[config.mk]
export PLATFORM = sky130hd
export DESIGN_NAME = dual_pwm_shared_compare_unit
export DESIGN_NICKNAME = d
export VERILOG_FILES = /design/src/hw/rtl/dpsc_pkg.sv /design/src/hw/rtl/dpsc_event.sv /design/src/hw/rtl/dual_pwm_shared_compare_unit.sv
export SDC_FILE = /design/constraint.sdc
export NUM_CORES = 1
export LEC_CHECK = 0
export ABC_AREA = 1
export BUFFER_PORTS_ARGS = -buffer_cell sky130_fd_sc_hd__clkbuf_2
export CAP_MARGIN = 20
export CORE_ASPECT_RATIO = 1.25
export CORE_MARGIN = 2
export CORE_UTILIZATION = 52
export CTS_CLUSTER_SIZE = 30
export DETAILED_ROUTE_END_ITERATION = 8
export PLACE_DENSITY = 0.7
export RECOVER_POWER = 50
export SLEW_MARGIN = 15
export SYNTH_ARGS = -nofsm -noshare
export SYNTH_HDL_FRONTEND = slang
export SYNTH_HIERARCHICAL = 1
export SYNTH_SLANG_ARGS = --single-unit
[constraint.sdc]
create_clock -name clk_i -period 3.8 [get_ports clk_i]
set_input_delay 0.95 -clock clk_i [delete_from_list [all_inputs] [get_ports clk_i]]
set_output_delay 0.95 -clock clk_i [all_outputs]
set_load 0.05 [all_outputs]
[src/hw/rtl/dpsc_pkg.sv]
// Shared types and constants for the dual PWM shared compare unit.
package dpsc_pkg;

  localparam int unsigned TimerWidth = 16;
  localparam int unsigned DataW      = 16;
  localparam int unsigned CfgIdxW    = 1;

  localparam logic [DataW-1:0] DelayMask =
    (TimerWidth >= DataW) ? {DataW{1'b1}} : DataW'((64'd1 << TimerWidth) - 64'd1);

  localparam logic [DataW-1:0] PeriodReset = 16'd1000;

  typedef enum logic [CfgIdxW-1:0] {
    REG_PERIOD = 1'b0,
    REG_INVERT = 1'b1
  } cfg_reg_e;

  typedef enum logic [1:0] {
    EDGE_CH1  = 2'd0,
    EDGE_CH2  = 2'd1,
    EDGE_BOTH = 2'd2
  } edge_e;

  typedef struct packed {
    logic             ch1_active;
    logic             ch2_active;
    logic             ch1_full;
    logic             ch2_full;
    edge_e            next_edge;
    logic [DataW-1:0] ch1_latched;
    logic [DataW-1:0] ch2_latched;
    logic             pin1_state;
    logic             pin2_state;
  } pwm_state_t;

  typedef struct packed {
    logic             pin1_level;
    logic             pin2_level;
    logic             compare_update;
    logic [DataW-1:0] next_delay;
  } pwm_result_t;

endpackage

[src/hw/rtl/dpsc_event.sv]
// Per-event next-state and result logic of the dual PWM shared compare unit.
module dpsc_event import dpsc_pkg::*; (
  input  pwm_state_t       state_i,
  input  logic [DataW-1:0] duty1_ticks_i,
  input  logic [DataW-1:0] duty2_ticks_i,
  input  logic [DataW-1:0] period_ticks_i,
  input  logic             invert_outputs_i,
  output pwm_state_t       state_o,
  output pwm_result_t      result_o
);

  pwm_state_t       n;
  logic             upd;
  logic [DataW-1:0] delay;

  always_comb begin
    n     = state_i;
    upd   = 1'b1;
    delay = '0;
    if ((!state_i.ch1_active || state_i.ch1_full) &&
        (!state_i.ch2_active || state_i.ch2_full)) begin
      if ((duty1_ticks_i != '0) && !state_i.ch1_full) begin
        n.pin1_state = 1'b1;
        n.ch1_active = 1'b1;
      end
      if ((duty2_ticks_i != '0) && !state_i.ch2_full) begin
        n.pin2_state = 1'b1;
        n.ch2_active = 1'b1;
      end
      if (n.ch1_active && ((duty1_ticks_i <= duty2_ticks_i) || !n.ch2_active)) begin
        delay         = duty1_ticks_i;
        n.ch1_latched = duty1_ticks_i;
        n.ch2_latched = duty2_ticks_i;
        n.next_edge   = (duty1_ticks_i == duty2_ticks_i) ? EDGE_BOTH : EDGE_CH1;
      end else if (n.ch2_active) begin
        delay         = duty2_ticks_i;
        n.ch1_latched = duty1_ticks_i;
        n.ch2_latched = duty2_ticks_i;
        n.next_edge   = EDGE_CH2;
      end else begin
        delay = period_ticks_i;
      end
    end else begin
      case (state_i.next_edge)
        EDGE_CH1: begin
          if (duty1_ticks_i < period_ticks_i) begin
            n.pin1_state = 1'b0;
            n.ch1_active = 1'b0;
            n.ch1_full   = 1'b0;
          end else begin
            n.ch1_full = 1'b1;
          end
          if (state_i.ch2_active) begin
            delay       = state_i.ch2_latched - state_i.ch1_latched;
            n.next_edge = EDGE_CH2;
          end else begin
            delay       = period_ticks_i - state_i.ch1_latched;
            n.next_edge = EDGE_BOTH;
          end
        end
        EDGE_CH2: begin
          if (duty2_ticks_i < period_ticks_i) begin
            n.pin2_state = 1'b0;
            n.ch2_active = 1'b0;
            n.ch2_full   = 1'b0;
          end else begin
            n.ch2_full = 1'b1;
          end
          if (state_i.ch1_active) begin
            delay       = state_i.ch1_latched - state_i.ch2_latched;
            n.next_edge = EDGE_CH1;
          end else begin
            delay       = period_ticks_i - state_i.ch2_latched;
            n.next_edge = EDGE_BOTH;
          end
        end
        default: begin
          upd = 1'b0;
          if (duty1_ticks_i < period_ticks_i) begin
            n.pin1_state = 1'b0;
            n.ch1_active = 1'b0;
            n.ch1_full   = 1'b0;
            delay        = period_ticks_i - state_i.ch1_latched;
            upd          = 1'b1;
          end else begin
            n.ch1_full = 1'b1;
          end
          if (duty2_ticks_i < period_ticks_i) begin
            n.pin2_state = 1'b0;
            n.ch2_active = 1'b0;
            n.ch2_full   = 1'b0;
            delay        = period_ticks_i - state_i.ch2_latched;
            upd          = 1'b1;
          end else begin
            n.ch2_full = 1'b1;
          end
        end
      endcase
    end
  end

  assign state_o                 = n;
  assign result_o.pin1_level     = n.pin1_state ^ invert_outputs_i;
  assign result_o.pin2_level     = n.pin2_state ^ invert_outputs_i;
  assign result_o.compare_update = upd;
  assign result_o.next_delay     = upd ? (delay & DelayMask) : '0;

endmodule

[src/hw/rtl/dual_pwm_shared_compare_unit.sv]
// Top level of the dual PWM shared compare unit: registers, handshakes and configuration.
//
//   Channel   Direction  Handshake               Payload
//   in        input      in_valid_i/in_ready_o   duty1_ticks_i, duty2_ticks_i
//   out       output     out_valid_o/out_ready_i pin1_level_o, pin2_level_o,
//                                                compare_update_o, next_delay_o
//   cfg       input      cfg_we_i                cfg_idx_i, cfg_wdata_i
//
// A request is registered on acceptance and its result is registered when the input register
// hands it on, so one request can be accepted every cycle unless the output stalls.
// The channel state advances when the input register hands its request to the result
// register; a stalled output holds the input register and then drops in_ready_o.
// Reset clears the channel state, restores the period to 1000 ticks and drops both valids.
module dual_pwm_shared_compare_unit import dpsc_pkg::*; (
  input  logic               clk_i,
  input  logic               rst_ni,
  input  logic               in_valid_i,
  output logic               in_ready_o,
  input  logic [DataW-1:0]   duty1_ticks_i,
  input  logic [DataW-1:0]   duty2_ticks_i,
  output logic               out_valid_o,
  input  logic               out_ready_i,
  output logic               pin1_level_o,
  output logic               pin2_level_o,
  output logic               compare_update_o,
  output logic [DataW-1:0]   next_delay_o,
  input  logic               cfg_we_i,
  input  logic [CfgIdxW-1:0] cfg_idx_i,
  input  logic [DataW-1:0]   cfg_wdata_i
);

  logic [DataW-1:0] period_q;
  logic             invert_q;

  logic             in_valid_q;
  logic [DataW-1:0] duty1_q;
  logic [DataW-1:0] duty2_q;

  pwm_state_t       state_q, state_d;
  pwm_result_t      result_q, result_d;
  logic             out_valid_q;

  logic             out_free;
  logic             advance;

  assign out_free   = !out_valid_q || out_ready_i;
  assign advance    = in_valid_q && out_free;
  assign in_ready_o = !in_valid_q || out_free;

  always_ff @(posedge clk_i or negedge rst_ni) begin
    if (!rst_ni) begin
      period_q <= PeriodReset;
      invert_q <= 1'b0;
    end else if (cfg_we_i) begin
      case (cfg_reg_e'(cfg_idx_i))
        REG_PERIOD: period_q <= cfg_wdata_i;
        REG_INVERT: invert_q <= cfg_wdata_i[0];
        default: ;
      endcase
    end
  end

  always_ff @(posedge clk_i or negedge rst_ni) begin
    if (!rst_ni) begin
      in_valid_q <= 1'b0;
    end else if (in_ready_o) begin
      in_valid_q <= in_valid_i;
    end
  end

  always_ff @(posedge clk_i) begin
    if (in_valid_i && in_ready_o) begin
      duty1_q <= duty1_ticks_i;
      duty2_q <= duty2_ticks_i;
    end
  end

  dpsc_event u_event (
    .state_i          (state_q),
    .duty1_ticks_i    (duty1_q),
    .duty2_ticks_i    (duty2_q),
    .period_ticks_i   (period_q),
    .invert_outputs_i (invert_q),
    .state_o          (state_d),
    .result_o         (result_d)
  );

  always_ff @(posedge clk_i or negedge rst_ni) begin
    if (!rst_ni) begin
      state_q <= '{
        ch1_active:  1'b0,
        ch2_active:  1'b0,
        ch1_full:    1'b0,
        ch2_full:    1'b0,
        next_edge:   EDGE_CH1,
        ch1_latched: '0,
        ch2_latched: '0,
        pin1_state:  1'b0,
        pin2_state:  1'b0
      };
    end else if (advance) begin
      state_q <= state_d;
    end
  end

  always_ff @(posedge clk_i or negedge rst_ni) begin
    if (!rst_ni) begin
      out_valid_q <= 1'b0;
    end else if (out_free) begin
      out_valid_q <= in_valid_q;
    end
  end

  always_ff @(posedge clk_i) begin
    if (advance) begin
      result_q <= result_d;
    end
  end

  assign out_valid_o      = out_valid_q;
  assign pin1_level_o     = result_q.pin1_level;
  assign pin2_level_o     = result_q.pin2_level;
  assign compare_update_o = result_q.compare_update;
  assign next_delay_o     = result_q.next_delay;

endmodule

==> metrics.csv, run 1 <==
metric,value,unit
setup-violations-final,0,
synthTopCellsByArea,"nand2_1 (20%), edfxtp_1 (14%), ha_1 (13%)",
netlist.area_leader.share,0.195,
netSwitchingPower,0.00654,W
insertion_delay,0.37,ns
hold_path_class,flop to flop,
grt_pass1_vias,10400,
ys_seq_area_frac,0.281,
synth_cells,1612,
synthArstFlopShare,0.536,
max_freq,352,MHz
dp_hpwl,29900,um
skew,0.0137,ns
ant_nets,0,
synth_commonest_cells,"nand2_1 (558), inv_1 (228), nand3_1 (160)",
start_kind,flop,
cts_resized,0,
synth_most_common_cell,nand2_1,
worst_slew_pin_slew,1.56,ns
drive_above_1_share,0.0972,
reg2reg_from,period_q[13]$_DFFE_PN0P_,
ctsLongestPathBuffers,2,
io_buffers,74,
synth_edf_count,51,
cp.buffers_inverters,3,
r2r_slack,0.96,ns
clock-sinks,110,
netSwitchingFraction,0.588,
violations,"max-capacitance violations, max-slew violations",
cts_tree,built,
fin_area,0.0115,sq mm
vdd_drop_max,0.436,mV
syn_area,0.0107,sq mm
syn_nets,1780,
numCtsBuffers,9,
nNetsFinal,1829,
reg2reg_depth,14,
dieArea,0.0218,sq mm
final_cells,1936,
placed_area,0.0112,sq mm
synth_top_family_by_area,simple AND/OR/NAND/NOR gates,
drv_cap,2,
synth.distinct_cells,50,
synthSimpleGateAreaFrac,0.344,
die_w,133,um
root_buffer,clkbuf_16,
num_antenna_cells,0,
postCtsSetupRepairBufs,0,
finalHoldViolCount,0,
drt-total-wl,38200,um
min_period_over_period,0.748,
synthAdderAreaFrac,0.136,
route.detailed.drc,0,
status,"complete, but fails checks",
clkPwrFrac,0.092,
finalSetupTns,0,ns
yosys.area.top_type,nand2_1,
fin_ws,0.958,ns
cp.arrival,2.96,ns
power_density,963,mW/mm^2
route.vias.total,11100,
hold_depth,2,
hold_start,state_q[1]$_DFFE_PN0P_,
dp.cells,1920,
power.leakage,6.29,nW
overflow,0,
cts_htree_levels,3,
crit_slowest_cell,dfrtp_1,
fillers,2034,
crit_path_end_kind,flop,
grt_use_total,0.355,
crit_family,simple AND/OR/NAND/NOR gates,
post-place-ws,1.07,ns
synth_xor_area_frac,0.0211,
coreArea,0.0202,sq mm
grt_setup_unrepaired,false,
firstDrtPassIters,6,
synth_ff_type,dfrtp_1,
post_drt_wl_per_cell,19.7,um
dieHeight,165,um
start_util,0.532,
critPathMaxStageDelay,0.58,ns
slew_headroom,-0.0376,
yosysWarningCount,6,
hold_end,state_q[1]$_DFFE_PN0P_,
worstPathMaxFanout,23,
ctsHoldBuffers,0,
fp-row-count,58,
pin_count,75,
pwr-share-comb,0.716,
ys_seq_elements,110,
first_iter_violations,1251,
critPathMostFrequentCell,nand2_1,
period_needed,2.84,ns
clk_pin_slew_worst_paths,0.08,ns
p_seq_frac,0.193,
synth_compound_area_frac,0.105,
gp_congestion,1.02,
critPathKind,flop to flop,
syn_area_per_cell,6.66,sq um
synthMuxAreaShare,0,
antenna_found_initial,0,
cp.required,3.92,ns
grt_max_degree,55,
slew_violations,61,
viasPerCell,5.72,
intPower,0.00457,W
grt_pass1_wl,58500,um
syn_to_final_growth,7.39,%
path_cells,"inv_1, ha_1, nand2_1, inv_1, o21ai_1, nand2_1, nor2_1, nand2_2, inv_2, nor2_4, nand2_1, nand3_1, nand3_1, nand2_1",
rr_endpoint,next_delay_o[4]$_DFFE_PP_,
-- kinds of logic after synthesis --
group / after synthesis
AND/OR/NAND/NOR: 865
XOR/XNOR: 25
adder cells (fa/ha/maj): 114
buffers and inverters: 295
AO/OA/AOI/OAI: 203
flip-flops: 110
-- worst register-to-register path, cell delays in order, from the launching register on --
cell and delay [ns]:
dfrtp_1 0.58, inv_1 0.16, ha_1 0.32, nand2_1 0.07
inv_1 0.04, o21ai_1 0.11, nand2_1 0.09, nor2_1 0.22
nand2_2 0.36, inv_2 0.29, nor2_4 0.09, nand2_1 0.08
nand3_1 0.06, nand3_1 0.09, nand2_1 0.05
-- per-layer routing --
metal  up-vias  wire length (um)  GRT usage
met3       152              3150     0.0396
met5         -                 0          0
li1       5254                 -          -
met4         0              2900      0.241
met1      5058             15100      0.450
met2       618             17100      0.572
-- registers in the layout (all words and copies together) (netlist names) --
register and flops:
duty1_q 16, invert_q 1, pin1_level_o 1, in_valid_q 1, pin2_level_o 1, out_valid_o 1
period_q 16, state_q 40, compare_update_o 1, next_delay_o 16, duty2_q 16
-- layout make-up --
cell class	instances	area (sq um)	area share
Clock buffer	10	250	0.0217
Clock inverter	6	58.8	0.00510
Inverter	249	935	0.0811
Multi-Input combinational cell	1207	6490	0.563
Sequential cell	110	3020	0.262
Tap cell	270	338	0.0293
Timing Repair Buffer	84	437	0.0379
-- cell usage in the layout, fill, tap and decap left out, types with 6 or more instances in the layout --
| cell type | instances |
|---|---|
| buf_4 | 8 |
| nand3_1 | 160 |
| nor2_2 | 6 |
| edfxtp_1 | 51 |
| a21oi_1 | 83 |
| clkbuf_16 | 10 |
| nor3_1 | 7 |
| inv_1 | 228 |
| nand2_2 | 9 |
| dfrtp_1 | 53 |
| nand2_1 | 559 |
| ha_1 | 110 |
| clkbuf_2 | 73 |
| nor2_1 | 80 |
| o21a_1 | 6 |
| xnor2_1 | 9 |
| xor2_1 | 15 |
| o21ai_1 | 23 |
| nand4_1 | 14 |
| o21bai_1 | 6 |
| inv_2 | 20 |
| dfstp_2 | 6 |
| o21ai_0 | 68 |
-- how the worst max path moves through the flow --
stage / cells past startpoint / slack [ns] / startpoint / end
CTS: 13 / 1.04 / period_q[13]$_DFFE_PN0P_ / next_delay_o[3]$_DFFE_PP_
finish: 14 / 0.96 / period_q[13]$_DFFE_PN0P_ / next_delay_o[4]$_DFFE_PP_
floorplan: 4 / 1.23 / out_ready_i / duty1_q[0]$_DFFE_PP_
global placement: 13 / 1.13 / period_q[13]$_DFFE_PN0P_ / next_delay_o[3]$_DFFE_PP_
global route: 2 / 0.80 / rst_ni / state_q[31]$_DFFE_PN0P_
detailed placement: 13 / 1.07 / period_q[13]$_DFFE_PN0P_ / next_delay_o[3]$_DFFE_PP_
-- stage by stage --
step                utilization  total power (W)  hold slack [ns]
finish                    0.571           0.0111            0.484
CTS                       0.572           0.0108            0.489
global route              0.571           0.0120            0.527
global placement          0.557          0.00974            0.449
detailed placement        0.557          0.00980            0.469
floorplan                     -          0.00765            0.434
-- power groups by stage --
stage	sequential, W	combinational [W]	clock [W]
floorplan	0.00230	0.00535	0
global placement	0.00214	0.00761	0
detailed placement	0.00214	0.00766	0
CTS	0.00212	0.00769	0.00103
global route	0.00217	0.00874	0.00107
finish	0.00214	0.00795	0.00102
Note: power is estimated with default switching activity, not from simulation.
==> inputs of run 2 (changes only) <==
PLACE_DENSITY = 0.73   (was 0.7)
clock period = 2.3 ns   (was 3.8 ns; I/O delays follow)
==> metrics.csv, run 2 (synthesized netlist as in run 1, its figures left out) <==
metric,value,unit
status,"complete, but fails checks",
violations,"max-capacitance violations, max-slew violations, negative setup slack",
slew_headroom,-0.191,
start_kind,flop,
overflow,0,
drive_above_1_share,0.382,
post_drt_wl_per_cell,22.4,um
die_w,133,um
largest_reg_flops,40,
viasPerCell,5.91,
dieHeight,165,um
insertion_delay,0.36,ns
fin_util,0.772,
power.leakage,8.03,nW
coreArea,0.0202,sq mm
drv_cap,1,
grt_pass1_vias,11900,
min_period_over_period,1.11,
io_buffers,74,
route.vias.total,13100,
layout_common_cells,"nand2_1 (458), buf_4 (253), inv_1 (197), nand3_1 (142), nand2_2 (87)",
num_antenna_cells,0,
slew_violations,60,
max_freq,393,MHz
route.detailed.drc,0,
fp-row-count,58,
period_needed,2.54,ns
root_buffer,clkbuf_16,
grt_max_degree,60,
start_util,0.532,
vdd_drop_max,0.841,mV
reg2reg_depth,17,
clock-sinks,110,
gp_congestion,1.07,
finalHoldViolCount,0,
setup-violations-final,39,
numCtsBuffers,9,
grt_setup_unrepaired,true,
grt_use_total,0.398,
syn_to_final_growth,45.2,%
dp_hpwl,34000,um
nNetsFinal,2115,
grt_pass1_wl,65200,um
skew,0.0131,ns
cts_tree,built,
final_common_cell,nand2_1,
first_iter_violations,1583,
firstDrtPassIters,6,
cp.arrival,2.67,ns
post-place-ws,-0.252,ns
ctsLongestPathBuffers,2,
top_register,state_q,
dieArea,0.0218,sq mm
clk_pin_slew_worst_paths,0.09,ns
hold_path_class,primary input to flop,
ant_nets,0,
antenna_found_initial,0,
hold_depth,1,
fin_ws,-0.242,ns
crit_path_end_kind,flop,
cts_htree_levels,3,
power_density,1640,mW/mm^2
critPathKind,flop to flop,
worst_slew_pin_slew,1.79,ns
pin_count,75,
worstPathMaxFanout,6,
cp.required,2.43,ns
drt-total-wl,49800,um
[run 2: what timing repair did]
item | CTS | global route
gates resized for setup | 138 | 299
setup buffers | 19 | 34
hold buffers | 0 | 0
pin swaps | 25 | 105
gates cloned | 1 | 9
hold endpoints to repair | 0 | 0
endpoints found under the setup margin | 41 | 56
[run 2: cell type report]
class                           count  area (sq um)
Multi-Input combinational cell   1207          7990
Fill cell                        1483          4590
Sequential cell                   110          3030
Timing Repair Buffer              370          2980
Inverter                          249           961
Tap cell                          270           338
Clock buffer                       12           258
Clock inverter                      4          35.0
[run 2: worst paths after layout]
check                                            start                         end  slack [ns]
worst min-delay path                  duty1_ticks_i[8]        duty1_q[8]$_DFFE_PP_        0.39
worst min register to register  state_q[1]$_DFFE_PN0P_      state_q[1]$_DFFE_PN0P_        0.47
max in group asynchronous                       rst_ni     state_q[28]$_DFFE_PN0P_        0.35
worst max register to register    duty2_q[9]$_DFFE_PP_  next_delay_o[14]$_DFFE_PP_       -0.24
worst max-delay path              duty2_q[9]$_DFFE_PP_  next_delay_o[14]$_DFFE_PP_       -0.24
min in group asynchronous                       rst_ni     period_q[4]$_DFFE_PN0P_        0.78
[run 2: through the flow]
step	hold WS [ns]	std cells	TNS (ns)	area [sq um]	total power (W)
after floorplan	0.279	1612	0	10700	0.0126
after global placement	0.449	2143	-3.00	13000	0.0187
after detailed placement	0.451	2143	-3.26	13000	0.0189
after CTS	0.238	2179	-0.248	14000	0.0216
after global routing	0.375	2222	-7.85	15600	0.0267
final	0.386	2222	-3.69	15600	0.0255
[run 2: per-layer routing]
layer / routed length (um) / share of wire / track usage
met1: 17000 / 0.34 / 0.451
met2: 22900 / 0.46 / 0.690
met3: 4880 / 0.098 / 0.0586
met4: 5020 / 0.10 / 0.285
met5: 0 / 0 / 0
[run 2: power by group]
| part | total, W | switching [W] | internal [W] |
|---|---|---|---|
| combinational | 0.0205 | 0.0125 | 0.00803 |
| clock | 0.00164 | 0.000818 | 0.000821 |
| sequential | 0.00334 | 0.000548 | 0.00280 |
[run 2: worst max-delay path, cell delays in order (launching register included)]
cell	delay, ns
edfxtp_1	0.47
buf_6	0.15
buf_6	0.11
nor2_4	0.07
nand3_2	0.10
nor2_4	0.10
nand2_2	0.11
nand2_2	0.13
nand2_4	0.08
buf_12	0.15
buf_12	0.13
o21ai_1	0.18
inv_1	0.11
nand2_1	0.08
nand2_1	0.06
a21oi_2	0.11
buf_4	0.13
nor2_1	0.04
